File: config.mk
export PLATFORM = sky130hd
export DESIGN_NAME = b64_cell
export DESIGN_NICKNAME = d
export VERILOG_FILES = /design/src/sv/b64_pkg.sv /design/src/sv/b64_cell.sv
export SDC_FILE = /design/constraint.sdc
export NUM_CORES = 1
export LEC_CHECK = 0
export BUFFER_PORTS_ARGS = -buffer_cell sky130_fd_sc_hd__buf_2
export CELL_PAD_IN_SITES_DETAIL_PLACEMENT = 1
export CELL_PAD_IN_SITES_GLOBAL_PLACEMENT = 1
export CORE_AREA = 2 2 431 433
export DETAILED_ROUTE_END_ITERATION = 16
export DIE_AREA = 0 0 433 435
export PLACE_DENSITY = 0.33
export SLEW_MARGIN = 30
export SYNTH_ARGS = -nofsm -noshare
export SYNTH_HDL_FRONTEND = slang
export SYNTH_SLANG_ARGS = --single-unit
File: constraint.sdc
create_clock -name clk -period 9.5 [get_ports clk]
set_input_delay 1.425 -clock clk [delete_from_list [all_inputs] [get_ports clk]]
set_output_delay 1.425 -clock clk [all_outputs]
set_load 0.05 [all_outputs]
File: src/sv/b64_pkg.sv
// ----------------------------------------------------------------------------
// b64_pkg
// shared types and constants of the binary64 add/sub/mul/div pipeline
// ----------------------------------------------------------------------------
package b64_pkg;

  localparam int EXP_W    = 11;
  localparam int FRAC_W   = 52;
  localparam int SIG_W    = FRAC_W + 1;
  // working exponent, signed, wide enough for product and quotient ranges
  localparam int EW       = 14;
  localparam int DIV_STEPS = 63;
  localparam int NORM_STEPS = 6;
  // low half of a significand for the partial products, high half is 27 bits
  localparam int LO_W     = 26;
  localparam int HI_W     = SIG_W - LO_W;
  localparam int GRD_W    = 10;

  localparam logic [EXP_W-1:0]     EXP_MAX  = 11'h7ff;
  localparam logic [63:0]          QNAN     = 64'h7FF8000000000000;
  localparam logic signed [EW-1:0] BIAS     = 14'sd1023;
  localparam logic signed [EW-1:0] EXP_OVF  = 14'sd2047;
  localparam logic [GRD_W-1:0]     HALF     = 10'h200;

  typedef enum logic [1:0] {
    OP_ADD = 2'd0,
    OP_SUB = 2'd1,
    OP_MUL = 2'd2,
    OP_DIV = 2'd3
  } op_t;

  typedef struct packed {
    logic                 special;
    logic [63:0]          spec_val;
    op_t                  op;
    logic                 sign;
    logic signed [EW-1:0] exp;
    logic [63:0]          acc;
    logic [63:0]          aux;
    logic [SIG_W:0]       rem;
    logic [SIG_W-1:0]     dvsr;
    logic [EXP_W-1:0]     shamt;
    logic                 eff_sub;
    logic [2*HI_W-1:0]    pp_hh;
    logic [2*HI_W-1:0]    pp_hl;
    logic [2*HI_W-1:0]    pp_lh;
    logic [2*HI_W-1:0]    pp_ll;
  } item_t;

endpackage

File: src/sv/b64_cell.sv
// ----------------------------------------------------------------------------
// b64_cell
// one restoring division step; other requests pass through unchanged
// ----------------------------------------------------------------------------
module b64_cell (
  input  logic           clk,
  input  logic           rst,
  input  logic           en,
  input  logic           in_valid,
  input  b64_pkg::item_t in_item,
  output logic           out_valid,
  output b64_pkg::item_t out_item
);

  b64_pkg::item_t item_next;
  logic                     ge;
  logic [b64_pkg::SIG_W:0]  diff;

  always_comb begin
    ge   = in_item.rem >= {1'b0, in_item.dvsr};
    diff = ge ? (in_item.rem - {1'b0, in_item.dvsr}) : in_item.rem;
    item_next = in_item;
    if (!in_item.special && in_item.op == b64_pkg::OP_DIV) begin
      // partial remainder stays below the divisor after the subtract
      item_next.rem = {diff[b64_pkg::SIG_W-1:0], 1'b0};
      item_next.acc = {in_item.acc[62:0], ge};
    end
  end

  always_ff @(posedge clk) begin
    if (rst) begin
      out_valid <= 1'b0;
    end else if (en) begin
      out_valid <= in_valid;
    end
  end

  always_ff @(posedge clk) begin
    if (en) begin
      out_item <= item_next;
    end
  end

endmodule

==> run metrics <==
Synth Instances 1,436; number of synthesized flops with an enable pin 545; first-pass GRT wire length 162,800 um; Max Clock Skew 0 ns; via count 16.83k; WL per Instance 24.21 um; worst slack, placed 2.921 ns; Startpoint Class primary input; final setup vio count 0; most frequent cell after synthesis edfxtp_1; ys async rst share 0%; Worst Setup Path Type primary input to flop; Initial Utilization 11.66%; critical path startpoint in_item[228]; gr ovfl total 0; P_leak 13.56 nW; CTS buffer count 77; antenna-violating nets left 0; Core ar. 0.1840 mm^2; DRC Markers 0; Clk network pwr share 38.7%; Synth cell types 58; Max-Cap Viols 0; top post-synthesis cells by count 545 x edfxtp_1, 294 x nand2_1, 70 x a21oi_1; switching share of total power 33.98%; routability cong. 0.8390; Post-Syn Area 0.02145 mm^2; Skew-Pair Late Insertion Delay 0.69 ns; crit end category flop; Internal 0.004807 W; Inst Count DP 4,971; CTS Buffer Depth 3; total track usage 12.68%; boundary pin count 1,095; Critical Path AT 5.69 ns; outcome finished, final reports clean; Psw 0.002474 W; die width 433 um; fmax 0.1894 GHz; CP max FO 46; post-detail-place hpwl 101,500 um; FF-to-FF End out_valid; Non-Filler Instances 5,119; CTS resizes 0; # rows 158; largest net degree at the start of global routing 142; post-synth top area share 76.29%; clk slew on worst S/H paths 0.05 ns; Fillers 21.00k; Final #Nets 3,174; Clock Sinks 546; Power Density 224.8 mW/mm^2; R2R depth 2; R2R Setup Slk 8.91 ns; Post-Layout Inst Area 0.03238 mm^2; Synth Flop Type edfxtp_1; CTS tree built; Worst R2R Start out_valid; root buffer cell clkbuf_16; number of setup buffers added after CTS 0; Final Hold Fails 0; Seq cells post-synth 546; fin crit share 55.59%; wire length after detailed routing 123,900 um; height of the die 435 um; max_slew headroom 28.16%; Buffers on Ports 1,094; peak supply drop 112.7 uV; DRT iter0 DRCs 789; Synth Warn # 0; H-Tree Depth 3; Area after DPL 0.02996 mm^2; Hold Slack 0.5081 ns; largest cells by area after synthesis edfxtp_1 76%, nand2_1 5.1%, ha_1 3.1%, mux2i_1 1.9%, a21oi_1 1.6%; antenna violations before repair 71; critical path endpoint out_item[291]; logic gate share of total power 21.0%; Avg Cell Area, Syn 14.94 um^2; Setup WS post-layout 4.219 ns; Slew @ Worst Pin 1.078 ns; max-slew violations 0; RSZ-0062 raised after global routing no; post-cts hold buffer count 0; area grow syn2layout 50.94%; Post-Syn Nets 2,039; Via density 3.288; Pre-antenna DRT Iters 5; layout cells sized above 1 46.44%; setup TNS 0 ns; register area share after synthesis 76.38%; Data required, critical path 9.91 ns; Worst Hold Class flop to flop; Die ar. 0.1884 mm^2; vias in the first global route 17.48k; Tmin final 5.281 ns; Synth area leader edfxtp_1; Flop pwr share 40.3%
## cell families after synthesis
group / count (synthesis) / synth area share, %
AOI/OAI and AO/OA: 232 / 6.585
and+or+nand+nor: 399 / 7.757
buffers and inverters: 114 / 2.135
xor gates and xnor gates: 50 / 2.041
muxes: 41 / 1.919
adders and majority gates: 54 / 3.184
DFF: 546 / 76.38
## power groups by stage
stage | Sequential, W | Combinational [W] | Clock, W
6_report | 0.00293 | 0.00153 | 0.00282
5_1_grt | 0.00295 | 0.00161 | 0.00303
4_1_cts | 0.00294 | 0.00157 | 0.00298
3_5_place_dp | 0.00298 | 0.00157 | 0
3_3_place_gp | 0.00298 | 0.00157 | 0
2_1_floorplan | 0.00368 | 0.000256 | 0
## flip-flops by register name, summed over array words and instances (netlist names)
name       cells
out_item     545
out_valid      1
## worst max-delay path, cell delays in order
cell      delay [ns]
buf_2           0.15
ha_1            0.23
inv_1           0.07
fa_1            0.33
a21o_1          0.21
a311oi_1        0.11
or4_1           0.61
nand3_1         0.14
a21oi_1         0.22
o31a_1          0.42
o31ai_4         0.50
buf_4           0.70
mux2i_1         0.29
o21ai_1         0.07
## layout by cell type (no fill, tap or decap), types with 25 or more instances in the layout
cell type,synthesis,final
a21o_1,25,25
a21oi_1,70,70
buf_2,9,1093
clkbuf_16,0,77
edfxtp_1,545,545
ha_1,53,53
inv_1,59,59
mux2i_1,40,40
nand2_1,294,294
nor2_1,37,36
o21ai_0,31,31
o21ai_1,45,45
xnor2_1,28,28
## routing by layer
metal  wire length (um)  up-vias  part of all wire (%)  GRT usage [%]
met4               2679       30                   2.2          3.260
met3               7971      199                   6.4          3.399
met1              44420     8348                    36          13.05
met2              68620      655                    55          24.80
li1                   -     7597                     -              -
met5                221        -                  0.18              0
## metrics by stage
stage | power [W] | util [%]
after floorplan | 0.003932 | -
after global placement | 0.004556 | 16.28
after detailed placement | 0.004550 | 16.28
after CTS | 0.007483 | 17.57
after global routing | 0.007597 | 17.58
final | 0.007280 | 17.59
## how the worst min path moves through the flow
stage	from	to	slack [ns]	depth (start not counted)
finish	out_valid	out_valid	0.51	2
detailed placement	out_valid	out_valid	0.49	2
CTS	out_valid	out_valid	0.52	2
global placement	out_valid	out_valid	0.51	2
floorplan	out_valid	out_valid	0.73	2
global route	out_valid	out_valid	0.55	2
## area by class of cell
| type | count | area (um^2) | share of cell area (%) |
|---|---|---|---|
| Antenna cell | 12 | 30.03 | 0.09273 |
| Clock buffer | 97 | 2002 | 6.182 |
| Clock inverter | 38 | 379.1 | 1.171 |
| Inverter | 59 | 221.5 | 0.6839 |
| Multi-Input combinational cell | 776 | 4619 | 14.27 |
| Sequential cell | 546 | 16390 | 50.60 |
| Tap cell | 2480 | 3103 | 9.582 |
| Timing Repair Buffer | 1111 | 5642 | 17.42 |
(Power assumes the default switching activity.)
