### src/sv/b64_pkg.sv
// ----------------------------------------------------------------------------
// b64_pkg
// shared types and constants of the binary64 add/sub/mul/div pipeline
// ----------------------------------------------------------------------------
package b64_pkg;

  localparam int EXP_W    = 11;
  localparam int FRAC_W   = 52;
  localparam int SIG_W    = FRAC_W + 1;
  // working exponent, signed, wide enough for product and quotient ranges
  localparam int EW       = 14;
  localparam int DIV_STEPS = 63;
  localparam int NORM_STEPS = 6;
  // low half of a significand for the partial products, high half is 27 bits
  localparam int LO_W     = 26;
  localparam int HI_W     = SIG_W - LO_W;
  localparam int GRD_W    = 10;

  localparam logic [EXP_W-1:0]     EXP_MAX  = 11'h7ff;
  localparam logic [63:0]          QNAN     = 64'h7FF8000000000000;
  localparam logic signed [EW-1:0] BIAS     = 14'sd1023;
  localparam logic signed [EW-1:0] EXP_OVF  = 14'sd2047;
  localparam logic [GRD_W-1:0]     HALF     = 10'h200;

  typedef enum logic [1:0] {
    OP_ADD = 2'd0,
    OP_SUB = 2'd1,
    OP_MUL = 2'd2,
    OP_DIV = 2'd3
  } op_t;

  typedef struct packed {
    logic                 special;
    logic [63:0]          spec_val;
    op_t                  op;
    logic                 sign;
    logic signed [EW-1:0] exp;
    logic [63:0]          acc;
    logic [63:0]          aux;
    logic [SIG_W:0]       rem;
    logic [SIG_W-1:0]     dvsr;
    logic [EXP_W-1:0]     shamt;
    logic                 eff_sub;
    logic [2*HI_W-1:0]    pp_hh;
    logic [2*HI_W-1:0]    pp_hl;
    logic [2*HI_W-1:0]    pp_lh;
    logic [2*HI_W-1:0]    pp_ll;
  } item_t;

endpackage

### src/sv/b64_norm.sv
// ----------------------------------------------------------------------------
// b64_norm
// leading-one normalization in six registered shift steps (32 down to 1)
// ----------------------------------------------------------------------------
module b64_norm (
  input  logic           clk,
  input  logic           rst,
  input  logic           en,
  input  logic           in_valid,
  input  b64_pkg::item_t in_item,
  output logic           out_valid,
  output b64_pkg::item_t out_item
);

  b64_pkg::item_t items [b64_pkg::NORM_STEPS+1];
  logic           vld   [b64_pkg::NORM_STEPS+1];

  assign items[0] = in_item;
  assign vld[0]   = in_valid;

  for (genvar k = 0; k < b64_pkg::NORM_STEPS; k++) begin : g_step
    localparam int AMT = 32 >> k;
    b64_pkg::item_t step_next;

    always_comb begin
      step_next = items[k];
      if (!items[k].special && items[k].acc[62 -: AMT] == '0) begin
        step_next.acc = items[k].acc << AMT;
        step_next.exp = items[k].exp - 14'(AMT);
      end
    end

    always_ff @(posedge clk) begin
      if (rst) begin
        vld[k+1] <= 1'b0;
      end else if (en) begin
        vld[k+1] <= vld[k];
      end
    end

    always_ff @(posedge clk) begin
      if (en) begin
        items[k+1] <= step_next;
      end
    end
  end

  assign out_valid = vld[b64_pkg::NORM_STEPS];
  assign out_item  = items[b64_pkg::NORM_STEPS];

endmodule

### config.mk
export PLATFORM = sky130hd
export DESIGN_NAME = b64_norm
export DESIGN_NICKNAME = d
export VERILOG_FILES = /design/src/sv/b64_pkg.sv /design/src/sv/b64_norm.sv
export SDC_FILE = /design/constraint.sdc
export NUM_CORES = 2
export LEC_CHECK = 0
export ABC_AREA = 1
export BUFFER_PORTS_ARGS = -buffer_cell sky130_fd_sc_hd__buf_2
export CAP_MARGIN = 20
export CORE_UTILIZATION = 36
export DETAILED_ROUTE_END_ITERATION = 7
export SKIP_LAST_GASP = 1
export SLEW_MARGIN = 40
export SYNTH_ARGS = -nofsm -noshare
export SYNTH_HDL_FRONTEND = slang
export SYNTH_SLANG_ARGS = --single-unit
### constraint.sdc
create_clock -name clk -period 4.6 [get_ports clk]
set_clock_uncertainty 0.15 [all_clocks]
set_input_delay 1.15 -clock clk [delete_from_list [all_inputs] [get_ports clk]]
set_output_delay 1.15 -clock clk [all_outputs]
set_load 0.01 [all_outputs]
==> flow_summary.json <==
{
  "postSynthRegisterBits": 3276,
  "antenna_found_initial": 65,
  "relSlewSlack_pct": 46.0,
  "yosysSeqAreaShare_pct": 90.2,
  "hpwl_um": 132000,
  "grt_pass1_wl_um": 279000,
  "synth_cells": 5402,
  "holdCritPathClass": "reg -> reg",
  "grtUsageMet2_pct": 21.5,
  "tightest_slew_ns": 0.811,
  "cp-start-kind": "flop",
  "met1_usage_pct": 13.5,
  "cts.sinks": 3276,
  "synth_top_area_share_pct": 90.1,
  "synth_area_um2": 109000,
  "layout-drive-gt1-share_pct": 25.3,
  "synthArstFlopShare_pct": 0,
  "area_growth_syn_to_layout_pct": 16.4,
  "finalNetCount": 6848,
  "grt_usage_pct": 12.3,
  "fin_crit_ns": 2.93,
  "drt_iter0_markers": 3818,
  "postCtsHoldBufs": 0,
  "yosysMostFrequentCell": "edfxtp_1",
  "synth_cell_types": 28,
  "gp_congestion": 0.843,
  "synth_top_cell_by_area": "edfxtp_1",
  "critPathMaxStageDelay_ns": 0.55,
  "use_met3_pct": 3.25,
  "cp.required_ns": 3.30,
  "wl_per_cell_um": 18.3,
  "whs_endpoint": "g_step[4].step_next[259]$_DFFE_PP_",
  "regToRegSetupSlack_ns": 2.36,
  "final_area_um2": 127000,
  "port_buffers": 1094,
  "grt_max_degree": 143,
  "routed_wl_um": 193000,
  "setup_tns_ns": 0,
  "fp.dieW_um": 552,
  "vdd.ir_drop.worst_mv": 0.364,
  "grt_busiest_layer": "met2",
  "final_util_pct": 42.2,
  "leakage_uw": 0.0463,
  "overflow": 0,
  "synth_edf_count": 3270,
  "critical_path_arrival_ns": 1.63,
  "post-route-period-util_pct": 63.7,
  "root_buffer": "clkbuf_16",
  "synth_nets": 5957,
  "drc": 0,
  "reg2reg_from": "g_step[2].step_next[544]$_DFFE_PP_",
  "worst_hold_slack_ns": 0.218,
  "dr.pass1.iters": 5,
  "status": "finished clean",
  "timing.rr.end": "items[2037]$_SDFFCE_PP0P_",
  "cp_top_family": "flip-flops",
  "core_area_um2": 301000,
  "clk_latency_ns": 0.88,
  "syn_avg_cell_area_um2": 20.2,
  "cts_tree": "built",
  "endpoint_kind": "output port",
  "worstPathCellList": "buf_2",
  "crit_buf_inv": 1,
  "cts_resized": 0,
  "start_util_pct": 36.3,
  "detail-route-antenna-nets": 0,
  "hold_viol": 0,
  "grt_pass1_vias": 44400,
  "crit_type": "reg -> out",
  "placed_area_um2": 116000,
  "cts_setup_buffers": 0,
  "die_area_um2": 305000,
  "rows": 201,
  "worstHoldStart": "g_step[3].step_next[259]$_DFFE_PP_",
  "critPathSlowestCell": "edfxtp_1",
  "ff2ff_path_depth": 7,
  "ys.warnings.count": 0,
  "ys_top_cells_by_area": "edfxtp_1 (90%), buf_4 (3.8%), nand2_1 (3.0%)",
  "max_freq_mhz": 341,
  "clkSlewWorstSetupHoldPaths_ns": 0.06,
  "ios": 1095,
  "maxSlewViolCount": 0,
  "ys.flop_type": "edfxtp_1",
  "rsz0062_at_grt": "no",
  "viasPerCell": 4.22,
  "min_path_cells": 0,
  "finalSetupViolations": 0,
  "htreeDepth": 5,
  "cellPowerDensity_nw_per_um2": 502,
  "path_max_fanout": 1,
  "maxCapViolCount": 0,
  "clockBufferDepth": 4,
  "cts_buffers": 329,
  "die-height_um": 552,
  "vias": 44500,
  "yosys-top-cells-count": "edfxtp_1 (3,270), nand2_1 (881), buf_4 (547)"
}
==> worst max-delay path by stage <==
stage	start	end	slack, ns	cells past startpoint
2_1_floorplan	in_item[447]	items[3126]$_SDFFCE_PP0P_	2.23	7
3_3_place_gp	in_item[451]	items[3187]$_DFFE_PP_	1.30	11
3_5_place_dp	in_item[450]	items[3127]$_SDFFCE_PP0P_	1.30	11
4_1_cts	out_item[225]$_DFFE_PP_	out_item[225]	1.41	1
5_1_grt	out_item[225]$_DFFE_PP_	out_item[225]	1.52	1
6_report	out_item[225]$_DFFE_PP_	out_item[225]	1.67	1
==> logic make-up after synthesis <==
kind of cell               after synthesis  share of synthesized area [%]
adders and majority gates                6                         0.0689
AOI/OAI and AO/OA                      117                          0.552
xor gates and xnor gates                35                          0.281
DFF                                   3276                           90.2
buffers and inverters                  835                           4.85
and+or+nand+nor                       1133                           4.07
==> area by class of cell <==
cell class                 count  area, µm²
antenna                       22       55.1
multi-input combinational   1291       5440
inverter                     213        805
clock buffer                 411       8560
timing repair buffer        1182       6630
tap                         3958       4950
clock inverter               188       2180
sequential                  3276      98300
fill                       25900     174000
==> flip-flops by register name, indices dropped and copies added (netlist names) <==
signal            count
g_step.step_next   2335
vld                   5
items               390
out_item            545
out_valid             1
==> layer usage <==
layer | wire [µm] | part of all wire [%]
met1 | 71400 | 37
met2 | 98700 | 51
met3 | 12000 | 6.2
met4 | 10500 | 5.4
met5 | 306 | 0.16
==> layout by cell type, fill, tap and decap left out, types with 3 or more instances in the layout <==
cell / n
clkinv_2: 50
nand3b_1: 6
clkinv_1: 63
clkinvlp_4: 11
buf_12: 38
xnor2_1: 13
nor2_2: 6
buf_2: 1093
nand4_1: 13
nor2_1: 154
clkinv_4: 4
clkbuf_16: 329
inv_16: 5
nand3_1: 62
ha_1: 6
or2_2: 3
nand2_1: 879
xor2_1: 22
o21ai_0: 104
clkinv_16: 16
inv_6: 6
nor2_4: 3
inv_1: 209
dfxtp_1: 6
clkbuf_1: 80
a21o_1: 4
buf_4: 49
bufinv_16: 30
diode_2: 22
edfxtp_1: 3270
a21oi_1: 7
==> through the flow <==
step / instances / power (µW) / setup slack (ns)
final: 10500 / 63700 / 1.67
after detailed placement: 9920 / 38300 / 1.30
after CTS: 10500 / 64600 / 1.41
after global placement: 9918 / 38200 / 1.30
after global routing: 10500 / 66000 / 1.52
after floorplan: 5402 / 36900 / 2.23
==> report_power, final <==
group,switching (µW),internal (µW),leakage (µW)
combinational,1270,575,0.00909
sequential,629,35100,0.0321
clock,11100,15100,0.00518
Note: power is estimated with default switching activity, not from simulation.
