--- config.mk ---
export PLATFORM = sky130hd
export DESIGN_NAME = b64_round
export DESIGN_NICKNAME = d
export VERILOG_FILES = /design/src/sv/b64_pkg.sv /design/src/sv/b64_round.sv
export SDC_FILE = /design/constraint.sdc
export NUM_CORES = 1
export LEC_CHECK = 0
export BUFFER_PORTS_ARGS = -buffer_cell sky130_fd_sc_hd__buf_2
export CORE_AREA = 4 4 235 237
export DETAILED_ROUTE_END_ITERATION = 6
export DIE_AREA = 0 0 239 241
export SLEW_MARGIN = 20
export SYNTH_ARGS = -nofsm -noshare
export SYNTH_HDL_FRONTEND = slang
export SYNTH_SLANG_ARGS = --single-unit
--- constraint.sdc ---
create_clock -name clk -period 4.7 [get_ports clk]
set_input_delay 0 -clock clk [delete_from_list [all_inputs] [get_ports clk]]
set_output_delay 0 -clock clk [all_outputs]
set_load 0.02 [all_outputs]
--- src/sv/b64_pkg.sv ---
// ----------------------------------------------------------------------------
// b64_pkg
// shared types and constants of the binary64 add/sub/mul/div pipeline
// ----------------------------------------------------------------------------
package b64_pkg;

  localparam int EXP_W    = 11;
  localparam int FRAC_W   = 52;
  localparam int SIG_W    = FRAC_W + 1;
  // working exponent, signed, wide enough for product and quotient ranges
  localparam int EW       = 14;
  localparam int DIV_STEPS = 63;
  localparam int NORM_STEPS = 6;
  // low half of a significand for the partial products, high half is 27 bits
  localparam int LO_W     = 26;
  localparam int HI_W     = SIG_W - LO_W;
  localparam int GRD_W    = 10;

  localparam logic [EXP_W-1:0]     EXP_MAX  = 11'h7ff;
  localparam logic [63:0]          QNAN     = 64'h7FF8000000000000;
  localparam logic signed [EW-1:0] BIAS     = 14'sd1023;
  localparam logic signed [EW-1:0] EXP_OVF  = 14'sd2047;
  localparam logic [GRD_W-1:0]     HALF     = 10'h200;

  typedef enum logic [1:0] {
    OP_ADD = 2'd0,
    OP_SUB = 2'd1,
    OP_MUL = 2'd2,
    OP_DIV = 2'd3
  } op_t;

  typedef struct packed {
    logic                 special;
    logic [63:0]          spec_val;
    op_t                  op;
    logic                 sign;
    logic signed [EW-1:0] exp;
    logic [63:0]          acc;
    logic [63:0]          aux;
    logic [SIG_W:0]       rem;
    logic [SIG_W-1:0]     dvsr;
    logic [EXP_W-1:0]     shamt;
    logic                 eff_sub;
    logic [2*HI_W-1:0]    pp_hh;
    logic [2*HI_W-1:0]    pp_hl;
    logic [2*HI_W-1:0]    pp_lh;
    logic [2*HI_W-1:0]    pp_ll;
  } item_t;

endpackage

--- src/sv/b64_round.sv ---
// ----------------------------------------------------------------------------
// b64_round
// round to nearest even, range check and packing into the result register
// ----------------------------------------------------------------------------
module b64_round (
  input  logic           clk,
  input  logic           rst,
  input  logic           en,
  input  logic           in_valid,
  input  b64_pkg::item_t in_item,
  output logic           out_valid,
  output logic [63:0]    value,
  output logic           ovf,
  output logic           unf
);

  logic [63:0]                 m;
  logic [53:0]                 keep, rounded;
  logic [b64_pkg::GRD_W-1:0]   grd;
  logic                        inc;
  logic [b64_pkg::FRAC_W-1:0]  frac;
  logic signed [b64_pkg::EW-1:0] e;
  logic [63:0] value_next;
  logic        ovf_next, unf_next;

  always_comb begin
    // remainder of the division acts as sticky bit
    m = in_item.acc | {63'b0, (in_item.op == b64_pkg::OP_DIV) && (in_item.rem != '0)};
    keep = m[63:b64_pkg::GRD_W];
    grd  = m[b64_pkg::GRD_W-1:0];
    inc  = (grd > b64_pkg::HALF) || ((grd == b64_pkg::HALF) && keep[0]);
    rounded = keep + 54'(inc);
    if (rounded[53]) begin
      frac = rounded[52:1];
      e    = in_item.exp + 14'sd1;
    end else begin
      frac = rounded[51:0];
      e    = in_item.exp;
    end
    ovf_next   = 1'b0;
    unf_next   = 1'b0;
    if (in_item.special) begin
      value_next = in_item.spec_val;
    end else if (e >= b64_pkg::EXP_OVF) begin
      value_next = {in_item.sign, b64_pkg::EXP_MAX, 52'b0};
      ovf_next   = 1'b1;
    end else if (e <= 14'sd0) begin
      value_next = {in_item.sign, 63'b0};
      unf_next   = 1'b1;
    end else begin
      value_next = {in_item.sign, e[b64_pkg::EXP_W-1:0], frac};
    end
  end

  always_ff @(posedge clk) begin
    if (rst) begin
      out_valid <= 1'b0;
    end else if (en) begin
      out_valid <= in_valid;
    end
  end

  always_ff @(posedge clk) begin
    if (en) begin
      value <= value_next;
      ovf   <= ovf_next;
      unf   <= unf_next;
    end
  end

endmodule

==> flow_summary.yaml <==
run_status:
  status: "completed"
synthesis:
  synth_nets: 1285
  synth-xor-area-share: 0.07245
  synthTopCellsByArea: "edfxtp_1 30%, o41ai_2 11%, nand2_1 5.6%, mux2i_1 5.4%, xnor2_1 4.9%"
  synth_ff_type: "edfxtp_1"
  synth_top_area_cell: "edfxtp_1"
  synth_edf_count: 66
  synthArstFlopShare: 0
  syn_area_per_cell_um2: 9.058
  yosysSeqAreaShare: 0.3011
  synth.area.mux_share: 0.05928
  synth-simple-area-share: 0.2454
  yosysWarnings: 0
  synthTopCellsByCount: "100 x nand2_1, 66 x edfxtp_1, 47 x nor2_1, 47 x o41ai_2, 37 x xnor2_1"
  post_synth_num_cell_types: 73
  synth_fa_ha_area_frac: 0.003764
  synth_seq_cells: 67
  synth-compound-area-share: 0.2629
  synth_cells: 734
  synth.cell_area_mm2: 0.006649
  synth_top_family_by_area: "compound AO/OA/AOI/OAI gates"
  synth_top_area_share: 0.2981
  synth.most_common_cell: "nand2_1"
critical_path:
  crit_chain: "buf_2, nand4_1, nor4_4, nand3_1, o21ai_1, buf_4, nand2_1, buf_4, nor4_1, a21oi_1, o41ai_1"
  max_stage_delay_ns: 0.74
  crit_path_frequent_cell: "buf_4"
  crit_path_end_kind: "flip-flop"
  critPathRequiredTime_ns: 4.85
  start_kind: "input port"
  crit_slowest_cell: "nand3_1"
  path_max_fanout: 12
  cp.arrival_ns: 3.87
  worstSetupPathType: "input port to flip-flop"
detailed_routing:
  viasPerCell: 4.096
  drt_iter0_drc: 475
  routed_wl_um: 28740
  firstDrtPassIters: 5
  drc: 0
  vias: 7090
  ant_nets: 0
  wl_per_cell_um: 16.60
power_and_ir_drop:
  power-per-cell-area_mw_per_mm2: 216.8
  max-vdd-ir-drop_mv: 0.1440
  finalPower_mw: 2.098
  power_leakage_nw: 3.732
placement:
  dp.cells: 1648
  io_buffers: 270
  dp_hpwl_um: 22240
  gp_congestion: 0.8310
  pre_cts_ws_ns: 0.6874
final_layout:
  area_growth_pct: 45.56
  final_cells: 1731
  fillers: 5910
  nets: 1577
  drive_above_1_share: 0.3579
sta:
  setup_ws_ns: 0.9810
  finalCritPeriodShare: 0.7913
  final-setup-viol-count: 0
  max_clock_freq_ghz: 0.2689
  hold_slack_ns: 0.02950
  final.setup.tns_ns: 0
  finalHoldViolations: 0
  worstMarginPinSlew_ns: 1.023
  period_needed_ns: 3.719
  slew_headroom: 0.3177
  final_max_slew_viol_count: 0
  clock_skew_ns: 0
  rsz0062_at_grt: "no"
floorplan:
  io_pins: 616
  die_area_mm2: 0.05760
  num_rows: 85
  die_w_um: 239
  core_area_mm2: 0.05328
  initial_core_util: 0.1248
  die-height_um: 241
run:
  drv_cap: 0
clocking:
  clock_path_buffers: 2
  cts_root_buf: "clkbuf_16"
  insertion_delay_ns: 0.36
  cts_max_level: 3
  cts_buffers: 9
  post_cts_buffers: 0
  cts_tree: "built"
  path_clk_slew_ns: 0.08
  clock-sinks: 67
grt:
  grt_pass1_wl_um: 40780
  antenna_found_initial: 12
  grt_pass1_vias: 6755
  grt-ovfl-total: 0
  grt_use_total: 0.09371
  grt_max_degree: 77
worst_hold_path:
  min_path_type: "input port to flip-flop"
[layout make-up]
cell class | instances | area, um2 | area share
clock buffers | 9 | 225.2 | 0.02327
diodes | 4 | 10.01 | 0.001034
repair buffers | 348 | 2137 | 0.2208
inverters | 10 | 37.54 | 0.003878
multi-input cells | 590 | 4313 | 0.4456
clock inverters | 7 | 82.58 | 0.008533
flip-flops and latches | 67 | 2002 | 0.2069
well taps | 696 | 870.8 | 0.08998
[what timing repair did]
action / in CTS / in global routing
setup endpoints to repair: 0 / 0
gates resized for setup: 0 / 0
hold buffers: 63 / 0
hold endpoints to repair: 61 / 0
[sequential cells by signal, summed over array words and instances, names as in the netlist]
register,cells
ovf,1
value,64
unf,1
out_valid,1
[cells by family (layout without fill, tap and decap cells)]
group           count (synthesis)  in the layout
simple gates                  315            315
compound gates                179            179
other cells                     0              4
xor+xnor                       55             55
buf+inv                        77            374
flops                          67             67
mux                            39             39
fa+ha+maj                       2              2
[path summary, 6_finish.rpt]
check	cells past startpoint	start	slack [ns]	to
hold / removal	3	in_item[534]	0.03	value[54]
hold reg to reg	3	out_valid	1.07	out_valid
setup / recovery	11	in_item[411]	0.98	value[0]
setup reg to reg	3	out_valid	3.54	out_valid
[power breakdown]
part	total (mW)	internal, mW	switching, mW
sequential	0.734	0.721	0.0131
clock	0.756	0.422	0.335
combinational	0.608	0.249	0.359
[layout by cell type (no fill, tap or decap), drive strengths merged, types with 7 or more instances in the layout]
| cell | n |
|---|---|
| a31oi | 9 |
| nand4 | 21 |
| inv | 14 |
| xnor2 | 37 |
| and3 | 10 |
| nor2 | 47 |
| nand2 | 100 |
| nand3 | 31 |
| and2 | 10 |
| xor2 | 18 |
| mux2i | 36 |
| a21oi | 20 |
| dlygate4sd3 | 63 |
| nand2b | 9 |
| nor4 | 26 |
| o31ai | 8 |
| o31a | 12 |
| or4 | 7 |
| o41ai | 52 |
| nor3 | 23 |
| edfxtp | 66 |
| and4 | 9 |
| clkbuf | 9 |
| o21ai | 23 |
| buf | 285 |
[per-layer routing]
metal | GRT usage | wire length [um] | vias up
li1 | - | - | 3443
met1 | 0.1321 | 13480 | 3289
met2 | 0.1296 | 11600 | 308
met3 | 0.03600 | 3011 | 40
met4 | 0.03288 | 578 | 10
met5 | 0 | 69 | -
[through the flow]
stage	cell area (um2)	util
final	9678	0.1816
after global routing	9673	0.1815
after global placement	8730	0.1638
after detailed placement	8730	0.1638
after floorplan	6649	-
after CTS	9668	0.1814
[worst max-delay path: cells and delay by family]
kind                   cells  cell delay (ns)
buffers and inverters      3             0.74
and+or+nand+nor            5             2.32
AOI/OAI and AO/OA          3             0.79
No activity file was read; power rests on OpenSTA's default activity.
